**config.mk**
```make
export PLATFORM = sky130hd
export DESIGN_NAME = gauge_stepper_motion_profiler
export DESIGN_NICKNAME = d
export VERILOG_FILES = /design/src/hw/rtl/gsmp_pkg.sv /design/src/hw/rtl/gsmp_core.sv /design/src/hw/rtl/gsmp_outbuf.sv /design/src/hw/rtl/gauge_stepper_motion_profiler.sv
export SDC_FILE = /design/constraint.sdc
export NUM_CORES = 1
export LEC_CHECK = 0
export BUFFER_PORTS_ARGS = -buffer_cell sky130_fd_sc_hd__buf_2
export CAP_MARGIN = 20
export CELL_PAD_IN_SITES_DETAIL_PLACEMENT = 1
export CELL_PAD_IN_SITES_GLOBAL_PLACEMENT = 2
export CORE_ASPECT_RATIO = 1.4
export CORE_MARGIN = 2
export CORE_UTILIZATION = 42
export DETAILED_ROUTE_END_ITERATION = 6
export GPL_ROUTABILITY_DRIVEN = 0
export PLACE_DENSITY = 0.88
export SLEW_MARGIN = 25
export SYNTH_ARGS = -nofsm -noshare
export SYNTH_HDL_FRONTEND = slang
export SYNTH_SLANG_ARGS = --single-unit
```
**constraint.sdc**
```tcl
create_clock -name clk -period 30.1 [get_ports clk]
set_input_delay 4.515 -clock clk [delete_from_list [all_inputs] [get_ports clk]]
set_output_delay 4.515 -clock clk [all_outputs]
set_load 0.1 [all_outputs]
```
**src/hw/rtl/gsmp_pkg.sv**
```systemverilog
`timescale 1ns / 1ps
// ----------------------------------------------------------------------------
// gsmp_pkg
// Shared types, codes and the ramp table of the gauge stepper motion profiler.
// ----------------------------------------------------------------------------
package gsmp_pkg;

  localparam int unsigned ROM_SIZE = 23;

  localparam int unsigned DEF_RAMP_ENTRIES    = 23;
  localparam int unsigned DEF_CRUISE_DISTANCE = 800;
  localparam int unsigned DEF_CRUISE_DELAY    = 300;

  localparam logic [15:0] MAX_STEPS_RST = 16'd960;

  localparam logic OP_POLL = 1'b0;
  localparam logic OP_MOVE = 1'b1;

  typedef enum logic [1:0] {
    DIR_NONE = 2'd0,
    DIR_FWD  = 2'd1,
    DIR_BACK = 2'd2
  } dir_t;

  typedef struct packed {
    logic        op;
    logic [15:0] position;
    logic [31:0] now_us;
  } in_item_t;

  typedef struct packed {
    logic        step_pulse;
    logic        direction_level;
    logic [15:0] current_position;
    logic        moving;
  } out_item_t;

  localparam logic [15:0] RAMP_DIST [ROM_SIZE] = '{
    16'd30,  16'd65,  16'd100, 16'd135, 16'd170, 16'd205, 16'd240, 16'd275,
    16'd310, 16'd345, 16'd380, 16'd415, 16'd450, 16'd485, 16'd520, 16'd555,
    16'd590, 16'd625, 16'd660, 16'd695, 16'd730, 16'd765, 16'd800
  };

  localparam logic [15:0] RAMP_DELAY [ROM_SIZE] = '{
    16'd3000, 16'd2920, 16'd2780, 16'd2600, 16'd2380, 16'd2140, 16'd1890,
    16'd1650, 16'd1420, 16'd1210, 16'd1020, 16'd860,  16'd730,  16'd620,
    16'd530,  16'd460,  16'd410,  16'd370,  16'd340,  16'd320,  16'd310,
    16'd305,  16'd300
  };

  // Delay for the first table entry whose distance exceeds span.
  function automatic logic [15:0] ramp_lookup(logic [15:0] span, int unsigned entries,
                                              logic [15:0] cruise_dist,
                                              logic [15:0] cruise_dly);
    logic [15:0] dly;
    logic        hit;
    dly = cruise_dly;
    hit = 1'b0;
    if (span < cruise_dist) begin
      for (int unsigned x = 0; x < ROM_SIZE; x++) begin
        if (!hit && (x < entries) && (RAMP_DIST[x] > span)) begin
          dly = RAMP_DELAY[x];
          hit = 1'b1;
        end
      end
    end
    return dly;
  endfunction

endpackage

```
**src/hw/rtl/gsmp_core.sv**
```systemverilog
`timescale 1ns / 1ps
// ----------------------------------------------------------------------------
// gsmp_core
// Motion state and the per-item update: target scheduling, move start and
// retarget, ramp delay lookup and step timing.
// ----------------------------------------------------------------------------
module gsmp_core
  import gsmp_pkg::*;
#(
  parameter int unsigned RAMP_ENTRIES    = DEF_RAMP_ENTRIES,
  parameter int unsigned CRUISE_DISTANCE = DEF_CRUISE_DISTANCE,
  parameter int unsigned CRUISE_DELAY    = DEF_CRUISE_DELAY
) (
  input  logic        clk,
  input  logic        rst_n,
  input  logic        item_vld,
  input  in_item_t    item,
  input  logic        cfg_we,
  input  logic [15:0] cfg_wdata,
  output out_item_t   res
);

  localparam logic [15:0] CruiseDist = 16'(CRUISE_DISTANCE);
  localparam logic [15:0] CruiseDly  = 16'(CRUISE_DELAY);

  logic [15:0] max_steps_r;
  logic [15:0] pos_r, pos_nxt;
  logic [15:0] ta_r, ta_nxt;
  logic [15:0] tp_r, tp_nxt;
  logic [15:0] sd_r, sd_nxt;
  logic [15:0] sl_r, sl_nxt;
  logic [31:0] lst_r, lst_nxt;
  logic        act_r, act_nxt;
  dir_t        md_r, md_nxt;
  dir_t        pin_r, pin_nxt;

  logic [15:0] lim;
  dir_t        nd;
  logic [15:0] span;
  logic [15:0] dly;
  logic [31:0] elapsed;
  logic        pulse;

  assign lim = max_steps_r - 16'd1;

  always_comb begin
    pos_nxt = pos_r;
    ta_nxt  = ta_r;
    tp_nxt  = tp_r;
    sd_nxt  = sd_r;
    sl_nxt  = sl_r;
    lst_nxt = lst_r;
    act_nxt = act_r;
    md_nxt  = md_r;
    pin_nxt = pin_r;
    pulse   = 1'b0;
    nd      = (tp_r > pos_r) ? DIR_FWD : ((tp_r < pos_r) ? DIR_BACK : DIR_NONE);
    span    = 16'd0;
    dly     = 16'd0;
    elapsed = 32'd0;
    if (item_vld) begin
      if (item.op == OP_MOVE) begin
        // duplicate check uses the raw request, before the clamp
        if (item.position != tp_r) begin
          tp_nxt = (item.position > lim) ? lim : item.position;
        end
      end else begin
        if (ta_r != tp_r) begin
          if (!act_r) begin
            ta_nxt = tp_r;
            if (nd != DIR_NONE) begin
              act_nxt = 1'b1;
              md_nxt  = nd;
              sd_nxt  = 16'd0;
              sl_nxt  = (nd == DIR_FWD) ? (tp_r - pos_r) : (pos_r - tp_r);
              lst_nxt = item.now_us;
            end
          end else if (nd == md_r) begin
            // same-direction retarget: extend without slowing
            ta_nxt = tp_r;
            sl_nxt = (md_r == DIR_FWD) ? (tp_r - pos_r) : (pos_r - tp_r);
          end
        end
        span    = (sd_nxt < sl_nxt) ? sd_nxt : sl_nxt;
        dly     = ramp_lookup(span, RAMP_ENTRIES, CruiseDist, CruiseDly);
        elapsed = item.now_us - lst_nxt;
        if (act_nxt && (elapsed >= {16'd0, dly})) begin
          pulse = 1'b1;
          // resync once more than one interval behind
          lst_nxt = (elapsed > {15'd0, dly, 1'b0}) ? item.now_us : (lst_nxt + {16'd0, dly});
          pin_nxt = md_nxt;
          sd_nxt  = sd_nxt + 16'd1;
          sl_nxt  = sl_nxt - 16'd1;
          pos_nxt = (md_nxt == DIR_FWD) ? (pos_r + 16'd1) : (pos_r - 16'd1);
          if (pos_nxt == ta_nxt) begin
            act_nxt = 1'b0;
          end
        end
      end
    end
    res.step_pulse       = pulse;
    res.direction_level  = (pin_nxt == DIR_BACK);
    res.current_position = pos_nxt;
    res.moving           = act_nxt;
  end

  always_ff @(posedge clk) begin
    if (!rst_n) begin
      max_steps_r <= MAX_STEPS_RST;
      pos_r       <= 16'd0;
      ta_r        <= 16'd0;
      tp_r        <= 16'd0;
      sd_r        <= 16'd0;
      sl_r        <= 16'd0;
      lst_r       <= 32'd0;
      act_r       <= 1'b0;
      md_r        <= DIR_NONE;
      pin_r       <= DIR_NONE;
    end else begin
      if (cfg_we) begin
        max_steps_r <= cfg_wdata;
      end
      pos_r <= pos_nxt;
      ta_r  <= ta_nxt;
      tp_r  <= tp_nxt;
      sd_r  <= sd_nxt;
      sl_r  <= sl_nxt;
      lst_r <= lst_nxt;
      act_r <= act_nxt;
      md_r  <= md_nxt;
      pin_r <= pin_nxt;
    end
  end

`ifndef SYNTH
  // a step always moves the position by exactly one
  a_step_one: assert property (@(posedge clk) disable iff (!rst_n)
    (item_vld && res.step_pulse) |=>
      ((pos_r == $past(pos_r) + 16'd1) || (pos_r == $past(pos_r) - 16'd1)))
    else $error("step did not move position by one");

  // position only changes on a step
  a_pos_hold: assert property (@(posedge clk) disable iff (!rst_n)
    !(item_vld && res.step_pulse) |=> $stable(pos_r))
    else $error("position changed without a step");

  // a running move always has a direction
  a_dir_set: assert property (@(posedge clk) disable iff (!rst_n)
    act_r |-> (md_r != DIR_NONE))
    else $error("move active without direction");
`endif

endmodule

```
**src/hw/rtl/gsmp_outbuf.sv**
```systemverilog
`timescale 1ns / 1ps
// ----------------------------------------------------------------------------
// gsmp_outbuf
// Two-entry result buffer: output register plus skid entry.
// ----------------------------------------------------------------------------
module gsmp_outbuf
  import gsmp_pkg::*;
(
  input  logic      clk,
  input  logic      rst_n,
  input  logic      push,
  input  out_item_t push_data,
  output logic      full,
  output logic      out_valid,
  input  logic      out_stall,
  output out_item_t out_data
);

  out_item_t   ent0_r, ent0_nxt;
  out_item_t   ent1_r, ent1_nxt;
  logic [1:0]  cnt_r, cnt_nxt;
  logic [1:0]  cnt_pop;
  logic        pop;

  assign out_valid = (cnt_r != 2'd0);
  assign out_data  = ent0_r;
  assign full      = (cnt_r == 2'd2);
  assign pop       = out_valid && !out_stall;

  always_comb begin
    ent0_nxt = ent0_r;
    ent1_nxt = ent1_r;
    cnt_pop  = cnt_r;
    if (pop) begin
      ent0_nxt = ent1_r;
      cnt_pop  = cnt_r - 2'd1;
    end
    cnt_nxt = cnt_pop;
    if (push && (cnt_pop != 2'd2)) begin
      if (cnt_pop == 2'd0) begin
        ent0_nxt = push_data;
      end else begin
        ent1_nxt = push_data;
      end
      cnt_nxt = cnt_pop + 2'd1;
    end
  end

  always_ff @(posedge clk) begin
    if (!rst_n) begin
      cnt_r <= 2'd0;
    end else begin
      cnt_r <= cnt_nxt;
    end
    ent0_r <= ent0_nxt;
    ent1_r <= ent1_nxt;
  end

`ifndef SYNTH
  a_cnt_range: assert property (@(posedge clk) disable iff (!rst_n)
    cnt_r != 2'd3)
    else $error("result buffer count out of range");

  // upstream never pushes into a full buffer
  a_no_overflow: assert property (@(posedge clk) disable iff (!rst_n)
    !(push && full))
    else $error("push into full result buffer");

  // skid entry moves to the head on a transfer out
  a_skid_shift: assert property (@(posedge clk) disable iff (!rst_n)
    (full && pop) |=> (ent0_r == $past(ent1_r)))
    else $error("skid entry lost on transfer");
`endif

endmodule

```
**src/hw/rtl/gauge_stepper_motion_profiler.sv**
```systemverilog
`timescale 1ns / 1ps
// ----------------------------------------------------------------------------
// gauge_stepper_motion_profiler
// Gauge stepper controller with trapezoidal ramp; one result per item.
// ----------------------------------------------------------------------------
// Every input item (poll or new target) yields exactly one result. An item is
// held in an input register and resolved from there into a two-entry result
// buffer, so a new item is taken every cycle while the result side keeps up.
// Throughput is set by the result buffer: with both entries waiting, input
// stalls. The max_steps register is written through the cfg port, which is
// always ready, and must only be written while no item is in flight.
// ----------------------------------------------------------------------------
module gauge_stepper_motion_profiler
  import gsmp_pkg::*;
#(
  parameter int unsigned RAMP_ENTRIES    = DEF_RAMP_ENTRIES,
  parameter int unsigned CRUISE_DISTANCE = DEF_CRUISE_DISTANCE,
  parameter int unsigned CRUISE_DELAY    = DEF_CRUISE_DELAY
) (
  input  logic        clk,
  input  logic        rst_n,
  input  logic        in_valid,
  output logic        in_stall,
  input  in_item_t    in_data,
  output logic        out_valid,
  input  logic        out_stall,
  output out_item_t   out_data,
  input  logic        cfg_valid,
  output logic        cfg_ready,
  input  logic [15:0] cfg_data
);

  logic      in_vld_r;
  in_item_t  in_data_r;
  logic      buf_full;
  logic      proc_go;
  out_item_t res;

  assign proc_go   = in_vld_r && !buf_full;
  assign in_stall  = in_vld_r && buf_full;
  assign cfg_ready = 1'b1;

  always_ff @(posedge clk) begin
    if (!rst_n) begin
      in_vld_r <= 1'b0;
    end else if (in_valid && !in_stall) begin
      in_vld_r <= 1'b1;
    end else if (proc_go) begin
      in_vld_r <= 1'b0;
    end
    if (in_valid && !in_stall) begin
      in_data_r <= in_data;
    end
  end

  gsmp_core #(
    .RAMP_ENTRIES    (RAMP_ENTRIES),
    .CRUISE_DISTANCE (CRUISE_DISTANCE),
    .CRUISE_DELAY    (CRUISE_DELAY)
  ) u_core (
    .clk       (clk),
    .rst_n     (rst_n),
    .item_vld  (proc_go),
    .item      (in_data_r),
    .cfg_we    (cfg_valid && cfg_ready),
    .cfg_wdata (cfg_data),
    .res       (res)
  );

  gsmp_outbuf u_outbuf (
    .clk       (clk),
    .rst_n     (rst_n),
    .push      (proc_go),
    .push_data (res),
    .full      (buf_full),
    .out_valid (out_valid),
    .out_stall (out_stall),
    .out_data  (out_data)
  );

endmodule

```
### Word-level counts from Yosys, hierarchy flattened

Index checks and enable logic that the tools add are counted.

* register bits after elaboration: 223
* input bits: 70
* output and inout port bits: 22
* logic and storage cells: 312

* $add $sub $neg: 11
* magnitude comparators: 30
* equality and inequality tests: 10
* muxes and demuxes: 176
* bitwise gates (word level): 2
* reductions and logical operators: 60

Operators by type and width (number)
* 16-bit 2-to-1 mux: 29
* 12-bit 2-to-1 mux: 23
* 32-bit 2-to-1 mux: 7
* 10-bit by 16-bit greater-than comparator with 1-bit output, first input constant: 9
* 9-bit by 16-bit greater-than comparator with 1-bit output, first input constant: 7
* 1-bit 2-to-1 mux: 102
* 8-bit by 16-bit greater-than comparator with 1-bit output, first input constant: 4
* 19-bit 2-to-1 mux: 3
* 16-bit by 1-bit subtractor with 16-bit output, second input constant: 3
* 16-bit by 1-bit adder with 16-bit output, second input constant: 2
* 32-bit by 16-bit adder with 32-bit output: 1
* 32-bit by 16-bit greater-or-equal comparator with 1-bit output: 1
* 16-bit greater-than comparator: 2
* 32-bit by 17-bit greater-than comparator with 1-bit output: 1
* 7-bit by 16-bit greater-than comparator with 1-bit output, first input constant: 2
* 16-bit < comparator: 2
* 16-bit inequality test: 2
* 16-bit subtractor: 2
* 32-bit subtractor: 1
* 1-bit logical AND: 28
* 1-bit zero test: 25
* 2-bit 2-to-1 mux: 12
* 16-bit equality test: 1
* 5-bit by 16-bit greater-than comparator with 1-bit output, first input constant: 1
* other kinds (12): 19

### Depth between registers and ports, before layout

* depth after elaboration: 157
* mapped depth: 49
* depth with buffers taken out: 42

### Modules after synthesis

Synthesis repeated with hierarchy kept, for this count alone.

* cells, all modules: 2340
* area total of the unflattened synthesis: 19585.0 um2

By module, submodules not included
* gsmp_core: instances 1, cells an instance 2176, area an instance 16324.4 um2, seq. area each 2662.6 um2
* gsmp_outbuf: instances 1, cells an instance 108, area an instance 1727.9 um2, seq. area each 991.0 um2
* gauge_stepper_motion_profiler: instances 1, cells an instance 56, area an instance 1532.7 um2, seq. area each 1491.4 um2

### Worst setup path after synthesis

No wires, ideal clock.

* path kind: reg2reg
* from: reg u_core.tp_r[7]
* to: reg u_core.lst_r[29]
* setup time: 0.132 ns
* data arrival time: 9.554 ns
* required time: 29.968 ns
* path slack: 20.413 ns
* cell stages (with the launch flop): 45
* buffers on the path: 8
* period minus slack after synthesis: 9.687 ns
* cells stage by stage: dfxtp_1 > inv_1 > ha_1 > buf_4 > nand4_2 > or2_1 > or3_4 > o21ai_2 > buf_2 > buf_2 > buf_4 > buf_2 > clkbuf_1 > and2_1 > ha_1 > a21o_1 > a2111oi_1 > o21ai_0 > [... 9 more ...] > nor2_1 > nand4_1 > or2_1 > ha_1 > a21o_1 > a21oi_1 > o21bai_1 > a21oi_1 > o21ai_0 > a41oi_1 > a211oi_1 > nand3_1 > nor2b_1 > and2_0 > nand2_1 > mux2_2 > o221ai_1 > a21oi_1

* word-level cells in the longest chain between the ends: 152
* elaborated cells on any way between the ends: 224
* classes of those cells: add/sub: 4; order compare: 29; eq/ne: 3; mux: 142; reduce/logical: 46

RTL lines
* from (decl): line gsmp_core.sv:29 `logic [15:0] tp_r, tp_nxt;`
* from (signal assigned): line gsmp_core.sv:125 `tp_r <= tp_nxt;`
* 16-bit < comparator: line gsmp_core.sv:57 `nd = (tp_r > pos_r) ? DIR_FWD : ((tp_r < pos_r) ? DIR_BACK : DIR_NONE);`
* 2-bit 2-to-1 mux (2 in series): line gsmp_core.sv:57
* 2-bit by 1-bit equality test with 1-bit output: line gsmp_core.sv:75 `sl_nxt = (nd == DIR_FWD) ? (tp_r - pos_r) : (pos_r - tp_r);`
* 16-bit 2-to-1 mux: line gsmp_core.sv:75
* 16-bit 2-to-1 mux: line gsmp_core.sv:71 `if (nd != DIR_NONE) begin`
* 16-bit 2-to-1 mux: line gsmp_core.sv:69 `if (!act_r) begin`
* 16-bit 2-to-1 mux: line gsmp_core.sv:68 `if (ta_r != tp_r) begin`
* 16-bit 2-to-1 mux: line gsmp_core.sv:62 `if (item.op == OP_MOVE) begin`
* [... 135 more ...]
* 1-bit logical AND: line gsmp_pkg.sv:61 `if (!hit && (x < entries) && (RAMP_DIST[x] > span)) begin`
* 12-bit 2-to-1 mux: line gsmp_pkg.sv:61
* 16-bit 2-to-1 mux: line gsmp_pkg.sv:59 `if (span < cruise_dist) begin`
* 16-bit 2-to-1 mux: line gsmp_core.sv:62
* 16-bit 2-to-1 mux: line gsmp_core.sv:61 `if (item_vld) begin`
* 32-bit by 16-bit adder with 32-bit output (tied with other cells): line gsmp_core.sv:90 `lst_nxt = (elapsed > {15'd0, dly, 1'b0}) ? item.now_us : (lst_nxt + {16'd0, dly});`
* 32-bit 2-to-1 mux / 1-bit logical AND (equally long branches): line gsmp_core.sv:90, gsmp_core.sv:87
* 32-bit 2-to-1 mux (*): line gsmp_core.sv:87 `if (act_nxt && (elapsed >= {16'd0, dly})) begin`
* to (signal assigned): line gsmp_core.sv:128 `lst_r <= lst_nxt;`
* to (decl): line gsmp_core.sv:32 `logic [31:0] lst_r, lst_nxt;`

Every way passes the cells marked *; elsewhere a longest branch is shown, timed or not. The select of a mux whose other input is x is not followed.
A chain may end at the register's enable or synchronous reset.

==> impl_results.md <==
- Vias in the first global route: 19930
- Initial core utilization: 0.4225
- CP Capture Type: register
- Die Area: 47760 µm²
- Initial DRC count: 1099
- Initial antenna violation count: 1
- Setup TNS: 0 ns
- H-tree levels: 1
- Fmax: 0.07949 GHz
- Max-cap violations: 0
- IO Pins: 92
- Number of synthesized register bits: 223
- Post-detailed-routing wire length: about 71000 µm
- Layout Skew: 0.01757 ns
- Status: finished clean
- Hold Violations, Final: 0
- Cell variety after synth: 111
- Final period utilization: 0.4179
- Most frequent cells in the layout: nand2_1, nor2_1, a21oi_1, dfxtp_1, ha_1
- CTS Buf Count: 27
- First-pass GRT wire length: 110700 µm
- YS warnings: 0
- Min Hold Slack: 0.4760 ns
- Clock buffer depth: 3
- TritonRoute pass-1 iters: 5
- Skew-Pair Late Insertion Delay: about 0.58 ns
- Sequential area share after synthesis: 0.2663
- Slew margin rel.: 0.2941
- Startpoint types: register
- Period minus WS final: 12.58 ns
- CTS tree: built
- Crit-path max cell delay: 0.74 ns
- Post-detailed-route wirelength per cell: 23.26 µm
- Largest net degree at the start of global routing: 74
- Synth Instances: 2393
- Mapped cell area: 19320 µm²
- Worst Path Arrival: 12.89 ns
- Ys async rst share: 0
- Area Overhead vs Synth: 9.624%
- Vias post-DR: 18670
- Die Y: roughly 260 µm
- Synth top area share: 0.1606
- DRC Markers: 0
- Final setup violating endpoints: 0
- Most common cell after layout, fill and taps aside: nand2_1
- Hold Crit Class: register to register
- Clock root buffer: clkbuf_16
- CP dominant cell by count: a21o_1
- Critical path type: register to register
- RSZ-0062 raised after global routing: no
- Post CTS Setup Buffer Count: 0
- ANT cells: 0
- Largest area contributor in the netlist: dfxtp_1
- Syn nets: 2618
- WHS Path Cells: 2
- Hold_buf cts: 0
- DIE WIDTH: 185.3 µm
- CP max FO: 44
- Total grt overflow: 0
- Top FF cell, synth: dfxtp_1
- Worst Tran Pin Value: about 1.0 ns
- Port bufs: 90
- Post-cts sizing count: 0
- Total track usage: 0.2951
- Clock slew at the register clock pins of the worst setup and hold paths: 0.07 ns
- Antenna-violating nets left: 0
- Final HPWL DP: 54400 µm
- # rows: 93
- CTS sink count: 223
- Synthesized area per cell: slightly above 8 µm²
- EDFF count, synth: 68
- Dominant cells by area after synthesis: dfxtp_1, edfxtp_1, ha_1, a21oi_1, mux2i_1
- Final slew viol count: 0
- Slowest-stage cell, CP: o311ai_1
- Nets: 2644
- Share of cells above drive strength 1: 0.1143
- Vias per inst: 6.109
- Core area: ~46000 µm²
- Depth of the worst register-to-register path: 42
- Data required, critical path: 30.41 ns
==> worst paths after layout <==
| path | from | end | slack [ns] |
|---|---|---|---|
| worst max register to register | u_core.tp_r[1]$_SDFFE_PN0P_ | u_outbuf.ent1_r[4]$_DFFE_PP_ | 17.52 |
| worst max-delay path | u_core.tp_r[1]$_SDFFE_PN0P_ | u_outbuf.ent1_r[4]$_DFFE_PP_ | 17.52 |
| worst min-delay path | u_core.sl_r[12]$_SDFFE_PN0P_ | u_core.sl_r[12]$_SDFFE_PN0P_ | 0.48 |
| worst min register to register | u_core.sl_r[12]$_SDFFE_PN0P_ | u_core.sl_r[12]$_SDFFE_PN0P_ | 0.48 |
==> cells in the mapped netlist, types with 27 or more instances <==
cell and number:
nand2_1 224, nor2_1 219, a21oi_1 186, dfxtp_1 155, ha_1 150, inv_1 119
o21ai_0 106, xnor2_1 91, mux2i_1 86, nand3_1 86, clkbuf_1 71, edfxtp_1 68
nor3_1 58, xor2_1 48, a21o_1 47, a211oi_1 41, o21a_1 40, nand4_1 35
a31oi_1 33, nor4_1 29, and2_1 28, mux2_2 27
==> through the flow <==
stage	util	instances	setup WS (ns)	area, µm²
floorplan	-	2393	20.41	19320
global placement	0.4425	3007	18.16	20240
detailed placement	0.4427	3007	17.76	20240
CTS	0.4631	3057	17.68	21180
global route	0.4631	3057	16.66	21180
finish	0.4631	3057	17.52	21180
==> metal layers <==
| metal | wire [µm] | global-route usage | vias up |
|---|---|---|---|
| met5 | 8 | 0 | - |
| met4 | 5621 | 0.2057 | 2 |
| met3 | 2303 | 0.03229 | 230 |
| met2 | 37430 | 0.5567 | 455 |
| met1 | 25750 | 0.2980 | 9178 |
| li1 | - | - | 8809 |
==> worst max-delay path, delay by kind of cell, from the launching register on <==
kind / cells / cell delay (ns)
DFF: 1 / 0.70
AOI/OAI and AO/OA: 25 / 6.54
and+or+nand+nor: 8 / 2.34
adders and majority gates: 3 / 0.98
buffers and inverters: 5 / 1.36
muxes: 1 / 0.36
==> registers in the layout (all words and copies together) (netlist names), 16 cells and up <==
| name | cells |
|---|---|
| u_core.tp_r | 16 |
| u_outbuf.out_data | 19 |
| u_core.pos_r | 16 |
| u_outbuf.ent1_r | 19 |
| u_core.sl_r | 16 |
| u_core.lst_r | 32 |
| in_data_r | 49 |
| u_core.sd_r | 16 |
| u_core.ta_r | 16 |
| u_core.max_steps_r | 16 |
==> area by class of cell <==
| class | instances | area (µm²) |
|---|---|---|
| clock buffer | 34 | 743.2 |
| clock inverter | 16 | 191.4 |
| fill | 5589 | 24550 |
| inverter | 122 | 457.9 |
| multi-input combinational | 1931 | 13240 |
| sequential | 223 | 5145 |
| tap | 617 | 772.0 |
| timing repair buffer | 114 | 630.6 |
==> cells by family after synthesis <==
logic type | synth area share
other | 0.0001941
XOR/XNOR | 0.06301
multiplexers | 0.06217
adder cells (fa/ha/maj) | 0.1023
AO/OA/AOI/OAI | 0.2371
AND/OR/NAND/NOR | 0.2177
buffers and inverters | 0.05123
flip-flops | 0.2663
Power is not shown: default switching activity piles up to over one toggle a cycle in this logic, so the estimate is an artifact.
